`src/sv/rhh_pkg.sv`:
```
// Shared types, codes and constants of the Robin Hood hash table.
`default_nettype none
package rhh_pkg;

  localparam logic [1:0] KIND_INSERT = 2'd0;
  localparam logic [1:0] KIND_LOOKUP = 2'd1;
  localparam logic [1:0] KIND_REMOVE = 2'd2;
  localparam logic [1:0] KIND_NOP    = 2'd3;

  localparam int          KEY_BYTES  = 4;
  localparam logic [31:0] FNV_BASIS  = 32'd2166136261;
  localparam logic [31:0] FNV_PRIME  = 32'd16777619;
  localparam logic [31:0] FIB_MULT   = 32'd2654435769;
  localparam logic [3:0]  SIZE_RESET = 4'd10;

  typedef struct packed {
    logic [1:0]  kind;
    logic [31:0] key;
    logic [31:0] value;
  } in_item_t;

  typedef struct packed {
    logic        ok;
    logic [31:0] found_value;
    logic [10:0] probes;
    logic [10:0] occupancy;
  } out_item_t;

  typedef struct packed {
    logic [1:0]  kind;
    logic [31:0] key;
    logic [31:0] value;
    logic [31:0] hash;
  } q_item_t;

  typedef enum logic [1:0] {F_IDLE, F_HASH, F_FIB, F_PUSH} front_state_t;

  typedef enum logic [2:0] {
    B_CLEAR, B_IDLE, B_RD, B_EVAL, B_SH_RD, B_SH_EVAL
  } back_state_t;

endpackage
`default_nettype wire

```
`src/sv/rhh_queue.sv`:
```
// Two-entry queue of hashed requests between the front and back ends.
`default_nettype none
module rhh_queue (
  input  wire               clk,
  input  wire               rst_n,
  input  wire               push,
  input  wire rhh_pkg::q_item_t push_item,
  output logic              full,
  input  wire               pop,
  output rhh_pkg::q_item_t  pop_item,
  output logic              empty
);

  rhh_pkg::q_item_t slot_r [2];
  logic       wp_r, wp_nxt;
  logic       rp_r, rp_nxt;
  logic [1:0] cnt_r, cnt_nxt;

  assign full     = (cnt_r == 2'd2);
  assign empty    = (cnt_r == 2'd0);
  assign pop_item = slot_r[rp_r];

  always_comb begin
    wp_nxt  = wp_r ^ push;
    rp_nxt  = rp_r ^ pop;
    cnt_nxt = cnt_r + {1'b0, push} - {1'b0, pop};
  end

  always_ff @(posedge clk) begin
    if (!rst_n) begin
      wp_r  <= 1'b0;
      rp_r  <= 1'b0;
      cnt_r <= 2'd0;
    end else begin
      wp_r  <= wp_nxt;
      rp_r  <= rp_nxt;
      cnt_r <= cnt_nxt;
    end
    if (push) begin
      slot_r[wp_r] <= push_item;
    end
  end

endmodule
`default_nettype wire

```
`config.mk`:
```
export PLATFORM = sky130hd
export DESIGN_NAME = rhh_queue
export DESIGN_NICKNAME = d
export VERILOG_FILES = /design/src/sv/rhh_pkg.sv /design/src/sv/rhh_queue.sv
export SDC_FILE = /design/constraint.sdc
export NUM_CORES = 1
export LEC_CHECK = 0
export ABC_AREA = 1
export BUFFER_PORTS_ARGS = -buffer_cell sky130_fd_sc_hd__buf_2
export CORE_ASPECT_RATIO = 1.25
export CORE_UTILIZATION = 35
export CTS_BUF_LIST = sky130_fd_sc_hd__clkbuf_8 sky130_fd_sc_hd__clkbuf_16
export DETAILED_ROUTE_END_ITERATION = 8
export PLACE_DENSITY = 0.59
export SLEW_MARGIN = 20
export SYNTH_ARGS = -nofsm -noshare
export SYNTH_HDL_FRONTEND = slang
export SYNTH_SLANG_ARGS = --single-unit
```
`constraint.sdc`:
```
create_clock -name clk -period 5.3 [get_ports clk]
set_input_delay 0.265 -clock clk [delete_from_list [all_inputs] [get_ports clk]]
set_output_delay 0.265 -clock clk [all_outputs]
set_load 0.01 [all_outputs]
```
==> results.py <==
metrics = {
    "setup_path": {
        "crit_chain": "buf_4, mux2_2, buf_2",
        "crit_type": "reg -> out",
        "cp_max_fo": 65,
        "reg2reg_from": "wp_r",
        "worstPathArrival_ns": 2.62,
        "crit_buf_inv": 2,
        "critPathRequiredTime_ns": 5.04,
        "end_kind": "primary output",
        "slowest_delay_ns": 0.94,
        "crit_path_top_delay_cell": "dfxtp_4",
        "crit_path_start_kind": "register",
        "path_delay_family": "flip-flops",
    },
    "global_route": {
        "grt_max_degree": 66,
        "grt_pass1_vias": 4497,
        "grt_overflow": 0,
        "grt_pass1_wl_mm": 21.9,
        "track_usage_pct": 12.9,
        "antenna_found_initial": 0,
    },
    "synth": {
        "ys_types": 13,
        "synth-seq-area-share_pct": 81.1,
        "synth_cells": 334,
        "syn-num-nets": 440,
        "ys_seq_elements": 201,
        "syn_area_sq_um": 7380,
        "ys_warn_count": 0,
        "synth.avg_cell_area_sq_um": 22.1,
    },
    "sta": {
        "period_needed_ns": 2.88,
        "period_share_pct": 54.4,
        "fin_setup_tns_ns": 0,
        "drv_slew": 0,
        "setup-violations-final": 0,
        "hold_ws_ns": 0.0857,
        "fin_worst_skew_ns": 0.0149,
        "final-hold-violation-count": 0,
        "worstMarginPinSlew_ns": 0.890,
        "rsz0062_at_grt": "false",
        "relSlewSlack_pct": 40.7,
        "fmax_mhz": 347,
    },
    "layout": {
        "syn_to_final_growth_pct": 39.1,
        "fin_nets": 754,
        "drive_gt1_share_pct": 49.8,
        "diodes": 0,
        "final_cells": 933,
    },
    "place": {
        "place_inst": 801,
        "dp_hpwl_mm": 8.67,
        "gp_congestion": 0.735,
        "portBuffers": 201,
    },
    "power_and_ir_drop": {
        "total_power_uw": 3570,
        "power.leakage_uw": 0.00394,
        "vdd_drop_max_mv": 0.237,
        "power_density_nw_per_um2": 348,
    },
    "die": {
        "placementRows": 59,
        "fp.dieW_microns": 132,
        "initial_utilization_pct": 35.6,
        "ios": 202,
        "die-area_sq_um": 21700,
        "coreArea_sq_um": 20700,
        "die_y_microns": 164,
    },
    "route": {
        "firstDrtPassIters": 4,
        "wl_per_cell_microns": 15.2,
        "drc": 0,
        "drt_wl_total_mm": 14.2,
        "avgViaCountPerCell": 4.39,
        "drtIter0Drc": 147,
        "detail-route-antenna-nets": 0,
        "dr_total_vias": 4097,
    },
    "cts": {
        "cts_root_buf": "clkbuf_16",
        "ctsHtreeMaxLevel": 1,
        "insertion_delay_ns": 0.49,
        "cts.path.max_buffers": 3,
        "cts_resized": 0,
        "cts_tree": "done",
        "clock_sinks": 201,
        "cts_made_buffers": 20,
        "clk_pin_slew_ns": 0.06,
    },
    "run_status": {
        "status": "finished clean",
    },
    "run": {
        "drv_cap": 0,
    },
    "hold_path": {
        "holdCritPathClass": "in -> reg",
        "min_from": "pop",
    },
}
==> worst reg2reg max path, stage by stage (launching register included) <==
cell and delay, ns:
dfxtp_1 0.33, inv_1 0.09, ha_4 0.67, buf_4 0.65
==> metrics by stage <==
stage | instance area, sq um | setup slack (ns) | util, %
2_1_floorplan | 7380 | 2.17 | -
3_3_place_gp | 8700 | 2.95 | 41.9
3_5_place_dp | 8700 | 2.85 | 41.9
4_1_cts | 10300 | 2.34 | 49.5
5_1_grt | 10300 | 2.23 | 49.5
6_report | 10300 | 2.42 | 49.5
==> final timing paths <==
kind,to,slack [ns],cells past startpoint
setup / recovery,pop_item[15],2.42,3
hold / removal,register,0.09,3
setup reg to reg,slot_r[0][16],3.18,3
hold reg to reg,register,0.53,2
==> metal layers <==
metal | vias up | track usage [%] | share of wire [%]
met5 | - | 0 | 0
met4 | 0 | 4.92 | 2.1
met3 | 27 | 3.52 | 6.6
met2 | 140 | 24.9 | 55
met1 | 1997 | 13.1 | 36
li1 | 1933 | - | -
==> power by group <==
group / total (uW) / internal (uW) / leakage (uW) / switching, uW
Combinational: 430 / 232 / 0.00175 / 198
Sequential: 1900 / 1860 / 0.00188 / 41.1
Clock: 1250 / 707 / 0.000305 / 538
Total: 3570 / 2790 / 0.00394 / 777
==> cell usage after synthesis <==
master / n / area, sq um
nand3_1: 1 / 5.00
mux2_4: 20 / 300
buf_2: 7 / 35.0
inv_1: 7 / 26.3
mux2_2: 78 / 878
dfxtp_1: 5 / 100
xnor2_1: 1 / 8.76
a21oi_1: 1 / 5.00
nor2_1: 6 / 22.5
buf_6: 4 / 45.0
nand2_1: 4 / 15.0
ha_1: 4 / 50.1
edfxtp_1: 196 / 5890
==> state kept, by name, summed over array words and instances, names as in the netlist, named ones only <==
name and flops:
slot_r 196, cnt_r 2, rp_r 1, wp_r 1
==> cell families (layout without fill, tap and decap cells) <==
| group | Yosys count | after routing | synth area share [%] |
|---|---|---|---|
| and+or+nand+nor | 11 | 11 | 0.577 |
| AOI/OAI and AO/OA | 1 | 1 | 0.0678 |
| muxes | 98 | 98 | 16.0 |
| DFF | 201 | 201 | 81.1 |
| adders and majority gates | 4 | 4 | 0.678 |
| buffers and inverters | 18 | 343 | 1.44 |
| xor gates and xnor gates | 1 | 1 | 0.119 |
==> layout make-up <==
type | count | area (sq um)
clock buffers | 21 | 526
multi-input cells | 115 | 1310
flip-flops and latches | 201 | 5990
well taps | 274 | 343
inverters | 7 | 26.3
repair buffers | 303 | 2020
fillers | 1749 | 10500
clock inverters | 12 | 47.5
==> repair_timing <==
| action | in CTS | in global routing |
|---|---|---|
| hold buffers | 99 | 0 |
| endpoints found under the hold margin | 197 | 0 |
| setup buffers | 0 | 0 |
==> layout by cell type, fill, tap and decap left out, drive strengths merged <==
cell         instances
a21oi                1
dlygate4sd3         99
nand3                1
nand2                4
dfxtp                5
nor2                 6
xnor2                1
clkinv               6
buf                204
mux2                98
edfxtp             196
inv                 13
ha                   4
clkbuf              21
Note: power is estimated with default switching activity, not from simulation.
