--- src/sv/rhh_pkg.sv ---
// Shared types, codes and constants of the Robin Hood hash table.
`default_nettype none
package rhh_pkg;

  localparam logic [1:0] KIND_INSERT = 2'd0;
  localparam logic [1:0] KIND_LOOKUP = 2'd1;
  localparam logic [1:0] KIND_REMOVE = 2'd2;
  localparam logic [1:0] KIND_NOP    = 2'd3;

  localparam int          KEY_BYTES  = 4;
  localparam logic [31:0] FNV_BASIS  = 32'd2166136261;
  localparam logic [31:0] FNV_PRIME  = 32'd16777619;
  localparam logic [31:0] FIB_MULT   = 32'd2654435769;
  localparam logic [3:0]  SIZE_RESET = 4'd10;

  typedef struct packed {
    logic [1:0]  kind;
    logic [31:0] key;
    logic [31:0] value;
  } in_item_t;

  typedef struct packed {
    logic        ok;
    logic [31:0] found_value;
    logic [10:0] probes;
    logic [10:0] occupancy;
  } out_item_t;

  typedef struct packed {
    logic [1:0]  kind;
    logic [31:0] key;
    logic [31:0] value;
    logic [31:0] hash;
  } q_item_t;

  typedef enum logic [1:0] {F_IDLE, F_HASH, F_FIB, F_PUSH} front_state_t;

  typedef enum logic [2:0] {
    B_CLEAR, B_IDLE, B_RD, B_EVAL, B_SH_RD, B_SH_EVAL
  } back_state_t;

endpackage
`default_nettype wire

--- src/sv/rhh_front.sv ---
// Front end: accepts a request, trims the key and hashes it into the queue.
`default_nettype none
module rhh_front (
  input  wire                 clk,
  input  wire                 rst_n,
  input  wire                 accept,
  input  wire rhh_pkg::in_item_t in_item,
  input  wire                 q_full,
  output logic                q_push,
  output rhh_pkg::q_item_t    q_item,
  output logic                busy
);

  rhh_pkg::front_state_t state_r, state_nxt;
  logic [1:0]  kind_r, kind_nxt;
  logic [31:0] key_r, key_nxt;
  logic [31:0] val_r, val_nxt;
  logic [31:0] h_r, h_nxt;
  logic [2:0]  b_r, b_nxt;
  logic [31:0] canon;
  logic        stop_seen;
  logic [7:0]  cur_byte;
  logic [31:0] fnv_prod;
  logic [31:0] fib_prod;
  logic        hash_done;

  // Keep only the bytes ahead of the first zero byte.
  always_comb begin
    canon = '0;
    stop_seen = 1'b0;
    for (int b = 0; b < rhh_pkg::KEY_BYTES; b++) begin
      if (in_item.key[8*b +: 8] == 8'd0) begin
        stop_seen = 1'b1;
      end
      if (!stop_seen) begin
        canon[8*b +: 8] = in_item.key[8*b +: 8];
      end
    end
  end

  assign cur_byte  = key_r[{b_r[1:0], 3'b000} +: 8];
  assign hash_done = (b_r == 3'(rhh_pkg::KEY_BYTES)) || (cur_byte == 8'd0);
  assign fnv_prod  = (h_r ^ {24'd0, cur_byte}) * rhh_pkg::FNV_PRIME;
  assign fib_prod  = h_r * rhh_pkg::FIB_MULT;

  always_comb begin
    state_nxt = state_r;
    unique case (state_r)
      rhh_pkg::F_IDLE: if (accept) state_nxt = rhh_pkg::F_HASH;
      rhh_pkg::F_HASH: if (hash_done) state_nxt = rhh_pkg::F_FIB;
      rhh_pkg::F_FIB:  state_nxt = rhh_pkg::F_PUSH;
      rhh_pkg::F_PUSH: if (!q_full) state_nxt = rhh_pkg::F_IDLE;
      default:         state_nxt = rhh_pkg::F_IDLE;
    endcase
  end

  always_comb begin
    kind_nxt = kind_r;
    key_nxt  = key_r;
    val_nxt  = val_r;
    h_nxt    = h_r;
    b_nxt    = b_r;
    q_push   = 1'b0;
    unique case (state_r)
      rhh_pkg::F_IDLE: begin
        if (accept) begin
          kind_nxt = in_item.kind;
          key_nxt  = canon;
          val_nxt  = in_item.value;
          h_nxt    = rhh_pkg::FNV_BASIS;
          b_nxt    = 3'd0;
        end
      end
      rhh_pkg::F_HASH: begin
        if (!hash_done) begin
          h_nxt = fnv_prod;
          b_nxt = b_r + 3'd1;
        end
      end
      rhh_pkg::F_FIB:  h_nxt = fib_prod;
      rhh_pkg::F_PUSH: q_push = !q_full;
      default: ;
    endcase
  end

  assign q_item = '{kind: kind_r, key: key_r, value: val_r, hash: h_r};
  assign busy   = (state_r != rhh_pkg::F_IDLE);

  always_ff @(posedge clk) begin
    if (!rst_n) begin
      state_r <= rhh_pkg::F_IDLE;
    end else begin
      state_r <= state_nxt;
    end
    kind_r <= kind_nxt;
    key_r  <= key_nxt;
    val_r  <= val_nxt;
    h_r    <= h_nxt;
    b_r    <= b_nxt;
  end

endmodule
`default_nettype wire

--- config.mk ---
export PLATFORM = sky130hd
export DESIGN_NAME = rhh_front
export DESIGN_NICKNAME = d
export VERILOG_FILES = /design/src/sv/rhh_pkg.sv /design/src/sv/rhh_front.sv
export SDC_FILE = /design/constraint.sdc
export NUM_CORES = 1
export LEC_CHECK = 0
export ABC_AREA = 1
export BUFFER_PORTS_ARGS = -buffer_cell sky130_fd_sc_hd__buf_2
export CORE_MARGIN = 2
export CORE_UTILIZATION = 58
export CTS_BUF_LIST = sky130_fd_sc_hd__clkbuf_2
export CTS_CLUSTER_SIZE = 8
export DETAILED_ROUTE_END_ITERATION = 12
export MAX_ROUTING_LAYER = met4
export PLACE_DENSITY = 0.81
export RECOVER_POWER = 50
export SLEW_MARGIN = 0
export SYNTH_ARGS = -nofsm -noshare
export SYNTH_HDL_FRONTEND = slang
export SYNTH_SLANG_ARGS = --single-unit
--- constraint.sdc ---
create_clock -name clk -period 6 [get_ports clk]
set_clock_uncertainty 0.05 [all_clocks]
set_input_delay 0.3 -clock clk [delete_from_list [all_inputs] [get_ports clk]]
set_output_delay 0.3 -clock clk [all_outputs]
set_load 0.01 [all_outputs]
==> results.yml, run 1 <==
run_status:
  outcome: "finished, violations left"
  violations: "setup timing"
timing:
  report.final.slew_viol_count: 0
  finalHoldViolCount: 0
  timing.setup.tns_ns: -4.524
  worst_relative_slew_slack: 0.4033
  report.final.setup_viol: 14
  tightest_slew_ns: 0.8941
  layout_setup_ws_ns: -0.4568
  worst_hold_slack_ns: 0.1130
  max_freq_mhz: 154.9
  finalCritPeriodShare: 1.076
  finalCriticalPeriod_ns: 6.457
  unrepaired_setup_endpoints_after_global_routing: "yes"
synthesis:
  synth_area_um2: 19800
  synth-xor-area-share: 0.01984
  synth-edff-count: 101
  postSynth.topFlopCell: "sky130_fd_sc_hd__edfxtp_1"
  postSynthRegisterBits: 103
  synthAdderAreaFrac: 0.5382
  async_reset_ff_frac: 0
  yosysWarningCount: 0
  ys_seq_area_frac: 0.1552
  synth-compound-area-share: 0.06666
  synth_simple_gate_area_frac: 0.09926
  average_instance_area_after_synthesis_um2: 9.262
  synth.lib_cells_used.distinct: 51
  synth_top_family_by_area: "adder cells"
  mux_contribution_to_synthesized_area: 0
  postSynthCellCount: 2138
  synthesis.nets: 2878
setup_path:
  cp_max_fo: 6
  crit_path_max_incr_delay_ns: 0.55
  worst-path-buf-inv: 5
  crit_path_start_kind: "register"
  top_cell_family_by_delay_on_the_critical_path: "adder cells"
  r2r_start: "h_r[14]$_DFFE_PP_"
  setup.worst_path.end_class: "register"
  worstRegToRegCells: 22
  critical_path_class: "register to register"
  critical-path-slowest-cell: "sky130_fd_sc_hd__edfxtp_1"
  crit-reg2reg-capture: "h_r[27]$_DFFE_PP_"
  critical_path_depth: 22
  worst_path_most_repeated_cell: "sky130_fd_sc_hd__fa_1"
  reg2reg_setup_slack_ns: -0.46
  endpoint: "h_r[27]$_DFFE_PP_"
  critPathArrivalTime_ns: 6.90
  worstSetupStartpoint: "h_r[14]$_DFFE_PP_"
  crit_chain: "buf_4 > ha_1 > ha_1 > fa_1 > inv_1 > fa_1 > inv_2 > fa_1 > inv_2 > fa_1 > inv_1 > fa_2 > fa_2 > ha_4 > a21oi_4 > o21ai_2 > a21oi_2 > nand3_2 > a21o_1 > or2_2 > nand2_1 > a21oi_1"
  worst-endpoint-required_ns: 6.45
floorplanning:
  std_cell_rows: 67
  dieWidth_um: 188.8
  dieArea_um2: 35640
  effective_utilization_at_floorplan: 0.5891
  floorplan.core_area_um2: 33620
  die_height_um: 188.8
  pin_count: 170
hold_path:
  holdCritPathClass: "input pin to register"
  hold_path_startpoint: "accept"
global_route:
  vias_in_the_first_global_route: 18880
  grtUsageTotal: 0.3909
  grt_max_degree: 67
  globalRoute.totalOverflow: 0
  grt_first_pass_wirelength_mm: 101.9
  grt_antenna_before_repair: 3
clock_tree:
  numCtsBuffers: 9
  clk_pin_slew_ns: 0.42
  tritoncts_clock_tree: "done"
  clock_sinks: 103
  clock_latency_ns: 0.69
  clock_tree.buffer_depth: 2
  cell_chosen_for_the_clock_root: "sky130_fd_sc_hd__clkbuf_2"
  htreeDepth: 3
final_layout:
  flow.area_growth_from_synthesis_pct: 27.91
  layout.cells.most_common: "sky130_fd_sc_hd__inv_1"
  design.final.nets: 3439
  drive_above_1_share: 0.2345
  n_fill_cell: 2355
  layout.cells.most_common_list: "573 x sky130_fd_sc_hd__inv_1, 339 x sky130_fd_sc_hd__ha_1, 318 x sky130_fd_sc_hd__buf_4, 282 x sky130_fd_sc_hd__fa_1, 219 x sky130_fd_sc_hd__nand2_1"
  finalInstanceArea_um2: 25330
place:
  port-buffer-count: 169
  gp_routability_congestion: 1.015
  placement_stage_worst_setup_slack_ns: -0.5870
  detailed_place_hpwl_mm: 54.25
  postPlaceCellArea_um2: 23510
routing:
  totalWireLength_mm: 65.49
  drt_first_pass_iters: 6
  post_detailed_route_drc_marker_count: 0
  drtIter0Drc: 1355
  detail_route.wl_per_cell_um: 20.76
  number_of_vias_in_the_routed_layout: 17340
  drtAntennaViolNets: 0
  vias_per_cell: 5.496
flow_run:
  max_cap_violations: 0
-- repair_timing --
action | 4_1_cts | 5_1_grt
pin swaps | 48 | 62
buffers inserted | 15 | 15
setup endpoints to repair | 21 | 21
resized for setup | 96 | 112
hold buffers | 70 | 0
gates cloned | 0 | 0
hold endpoints to repair | 68 | 0
-- per-stage QoR --
| stage | std cells | util |
|---|---|---|
| after global routing | 3155 | 0.7535 |
| after floorplan | 2138 | - |
| after CTS | 3137 | 0.7415 |
| final | 3155 | 0.7535 |
| after detailed placement | 3036 | 0.6993 |
| after global placement | 3036 | 0.6993 |
-- tightest hold or removal path: stages --
cell,delay [ns]
sky130_fd_sc_hd__buf_2,0.09
sky130_fd_sc_hd__nor2_1,0.07
sky130_fd_sc_hd__a21oi_1,0.23
sky130_fd_sc_hd__nand2_2,0.08
sky130_fd_sc_hd__nor2_1,0.08
sky130_fd_sc_hd__nor2_1,0.05
-- kinds of logic after synthesis --
kind of cell             count (synthesis)
XOR/XNOR                                44
adder cells (fa/ha/maj)                670
AO/OA/AOI/OAI                          236
AND/OR/NAND/NOR                        458
buffers and inverters                  627
flip-flops                             103
-- metal layers --
metal | vias up | part of all wire | global-route usage
li1 | 7830 | - | -
met1 | 8457 | 0.38 | 0.4547
met2 | 842 | 0.50 | 0.6792
met3 | 210 | 0.068 | 0.05290
met4 | 0 | 0.053 | 0.1683
met5 | - | 0 | -
-- worst min path at each step --
stage / to / slack (ns) / cells past startpoint
6_report: state_r[1]$_SDFFE_PN0P_ / 0.11 / 6
3_3_place_gp: val_r[26]$_DFFE_PP_ / 0.43 / 1
4_1_cts: state_r[1]$_SDFFE_PN0P_ / 0.11 / 6
2_1_floorplan: kind_r[0]$_DFFE_PP_ / 0.35 / 0
5_1_grt: val_r[23]$_DFFE_PP_ / 0.17 / 2
3_5_place_dp: val_r[16]$_DFFE_PP_ / 0.43 / 1
-- layout make-up --
type                    instances  area (um2)  area share
clock inverters                 7       88.84    0.003507
clock buffers                   9       45.04    0.001778
flip-flops and latches        103        3073      0.1213
multi-input cells            1408       15280      0.6031
diodes                          3       7.507   0.0002964
inverters                     607        2296     0.09064
well taps                     448       560.5     0.02213
repair buffers                570        3983      0.1572
-- registers in the layout (all words and copies together), names as in the netlist --
register	flops
h_r	32
key_r	32
val_r	32
b_r	3
kind_r	2
state_r	2
-- cell usage after synthesis (all sizes together) (9+ instances only) --
master / n / area share
inv: 604 / 0.11
ha: 367 / 0.23
fa: 303 / 0.31
nand2: 241 / 0.047
a21oi: 118 / 0.030
edfxtp: 101 / 0.15
nor2: 100 / 0.019
o21ai: 79 / 0.021
nand3: 60 / 0.016
xor2: 25 / 0.011
nand4: 21 / 0.0066
xnor2: 19 / 0.0084
clkbuf: 14 / 0.0027
or2: 13 / 0.0041
nor3: 10 / 0.0025
nor4: 9 / 0.0032
Power of run 1 is not shown: default switching activity piles up to over one toggle a cycle in this logic, so the estimate is an artifact.
==> run 2: changes to the inputs <==
--- a/config.mk
+++ b/config.mk
@@ -13,8 +13,9 @@
 export CTS_CLUSTER_SIZE = 8
 export DETAILED_ROUTE_END_ITERATION = 12
 export MAX_ROUTING_LAYER = met4
-export PLACE_DENSITY = 0.81
+export PLACE_DENSITY = 0.84
 export RECOVER_POWER = 50
+export SKIP_LAST_GASP = 1
 export SLEW_MARGIN = 0
 export SYNTH_ARGS = -nofsm -noshare
 export SYNTH_HDL_FRONTEND = slang
==> results.yml, run 2 (synthesis gave the netlist of run 1 again) <==
place:
  port-buffer-count: 169
  postPlaceCellArea_um2: 23390
  detailed_place_hpwl_mm: 54.82
  gp_routability_congestion: 1.036
clock_tree:
  clock_sinks: 103
  clock_latency_ns: 0.71
  cell_chosen_for_the_clock_root: "sky130_fd_sc_hd__clkbuf_2"
  tritoncts_clock_tree: "done"
  numCtsBuffers: 9
  clock_tree.buffer_depth: 2
  htreeDepth: 3
  clk_pin_slew_ns: 0.44
global_route:
  grtUsageTotal: 0.3987
  grt_antenna_before_repair: 1
  most_used_routing_layer_in_global_routing: "met2"
  globalRoute.totalOverflow: 0
  grt_first_pass_wirelength_mm: 103.6
  met1_demand_to_capacity_share_in_global_routing: 0.4626
  grt.met2_usage: 0.6753
  grt_max_degree: 67
  vias_in_the_first_global_route: 19150
  grt_util_met3: 0.04545
floorplanning:
  dieArea_um2: 35640
  std_cell_rows: 67
  floorplan.core_area_um2: 33620
  dieWidth_um: 188.8
  effective_utilization_at_floorplan: 0.5891
  pin_count: 170
  die_height_um: 188.8
setup_path:
  r2r_start: "h_r[14]$_DFFE_PP_"
  setup.worst_path.end_class: "register"
  worstRegToRegCells: 23
  crit-reg2reg-capture: "h_r[22]$_DFFE_PP_"
  worst_path_most_repeated_cell: "sky130_fd_sc_hd__fa_1"
  crit_path_start_kind: "register"
  crit_path_max_incr_delay_ns: 0.63
  reg2reg_setup_slack_ns: -0.55
  critical-path-slowest-cell: "sky130_fd_sc_hd__edfxtp_1"
  crit_chain: "buf_6 > buf_4 > ha_4 > ha_4 > fa_1 > inv_1 > fa_1 > inv_1 > fa_1 > inv_2 > fa_1 > inv_1 > fa_2 > fa_2 > ha_4 > nand2_4 > nor4_4 > buf_4 > nand4_1 > nand3_1 > a21oi_1 > o21ai_1 > a21oi_1"
  cp_max_fo: 5
  worst-endpoint-required_ns: 6.44
  critPathArrivalTime_ns: 6.99
  critical_path_class: "register to register"
final_layout:
  utilization: 0.7525
  design.final.nets: 3430
  n_fill_cell: 2370
  layout.cells.most_common_list: "577 x sky130_fd_sc_hd__inv_1, 325 x sky130_fd_sc_hd__ha_1, 306 x sky130_fd_sc_hd__buf_4, 281 x sky130_fd_sc_hd__fa_1, 220 x sky130_fd_sc_hd__nand2_1"
  largest_registers_ranked_by_flip_flop_count: "h_r x32, key_r x32, val_r x32"
  drive_above_1_share: 0.2334
  finalInstanceArea_um2: 25300
  flow.area_growth_from_synthesis_pct: 27.74
  layout.cells.most_common: "sky130_fd_sc_hd__inv_1"
timing:
  layout_setup_ws_ns: -0.5459
  finalCritPeriodShare: 1.091
  report.final.slew_viol_count: 67
  max_freq_mhz: 152.8
  unrepaired_setup_endpoints_after_global_routing: "yes"
  finalHoldViolCount: 0
  worst_relative_slew_slack: -1.319
  tightest_slew_ns: 3.478
  finalCriticalPeriod_ns: 6.546
  report.final.setup_viol: 14
hold_path:
  holdCritPathClass: "input pin to register"
  hold_path_startpoint: "accept"
  worst_hold_path.num_cells: 3
  hold_path_sink: "b_r[2]$_SDFFCE_PN0P_"
routing:
  post_detailed_route_drc_marker_count: 0
  drtIter0Drc: 1539
  totalWireLength_mm: 67.65
  drt_first_pass_iters: 6
  drtAntennaViolNets: 0
  detail_route.wl_per_cell_um: 21.50
  vias_per_cell: 5.612
  number_of_vias_in_the_routed_layout: 17650
run_status:
  outcome: "finished, violations left"
  violations: "capacitance limit, slew limit, setup timing"
flow_run:
  max_cap_violations: 1
-- run 2: worst max-delay path by stage --
stage | start | endpoint | slack [ns] | cells after the start
final | h_r[14]$_DFFE_PP_ | h_r[22]$_DFFE_PP_ | -0.55 | 23
after global routing | h_r[6]$_DFFE_PP_ | h_r[22]$_DFFE_PP_ | -0.61 | 24
after CTS | h_r[14]$_DFFE_PP_ | h_r[30]$_DFFE_PP_ | -0.46 | 21
after detailed placement | h_r[14]$_DFFE_PP_ | h_r[30]$_DFFE_PP_ | -0.60 | 21
after global placement | h_r[13]$_DFFE_PP_ | h_r[30]$_DFFE_PP_ | -0.52 | 23
after floorplan | h_r[6]$_DFFE_PP_ | h_r[27]$_DFFE_PP_ | -0.25 | 23
-- run 2: layout make-up --
cell class,instances,area [um2],area share
multi-input cells,1408,15320,0.6056
repair buffers,561,3910,0.1546
flip-flops and latches,103,3073,0.1215
inverters,607,2288,0.09047
well taps,448,560.5,0.02216
clock inverters,7,91.34,0.003611
clock buffers,9,45.04,0.001781
diodes,3,7.507,0.0002968
-- run 2: metal layers --
metal | wire (um) | vias to the layer above
met5 | 0 | -
li1 | - | 7810
met1 | 24550 | 8536
met3 | 5151 | 295
met2 | 32910 | 1013
met4 | 5036 | 0
-- run 2: what timing repair did --
action                     4_1_cts  5_1_grt
gates resized for setup         88      116
hold endpoints to repair        68        0
pin swaps                       30       47
setup endpoints to repair       20       21
buffers inserted                21       15
hold buffers                    70        0
-- run 2: stage by stage --
| step | setup WS [ns] | hold WS [ns] | TNS, ns | cells |
|---|---|---|---|---|
| after floorplan | -0.2494 | 0.3489 | -1.111 | 2138 |
| after CTS | -0.4646 | 0.1322 | -4.152 | 3128 |
| after global routing | -0.6145 | 0.1771 | -6.517 | 3145 |
| after detailed placement | -0.6047 | 0.4281 | -5.863 | 3021 |
| final | -0.5459 | 0.1421 | -4.811 | 3146 |
| after global placement | -0.5179 | 0.4264 | -4.752 | 3021 |
-- run 2: worst max-delay path: cells and delay by family, from the launching register on --
| family | cells | cell delay (ns) |
|---|---|---|
| AOI/OAI and AO/OA | 3 | 0.29 |
| adders and majority gates | 9 | 3.84 |
| buffers and inverters | 7 | 0.74 |
| DFF | 1 | 0.63 |
| and+or+nand+nor | 4 | 0.77 |
Power of run 2 is left out for the same reason.
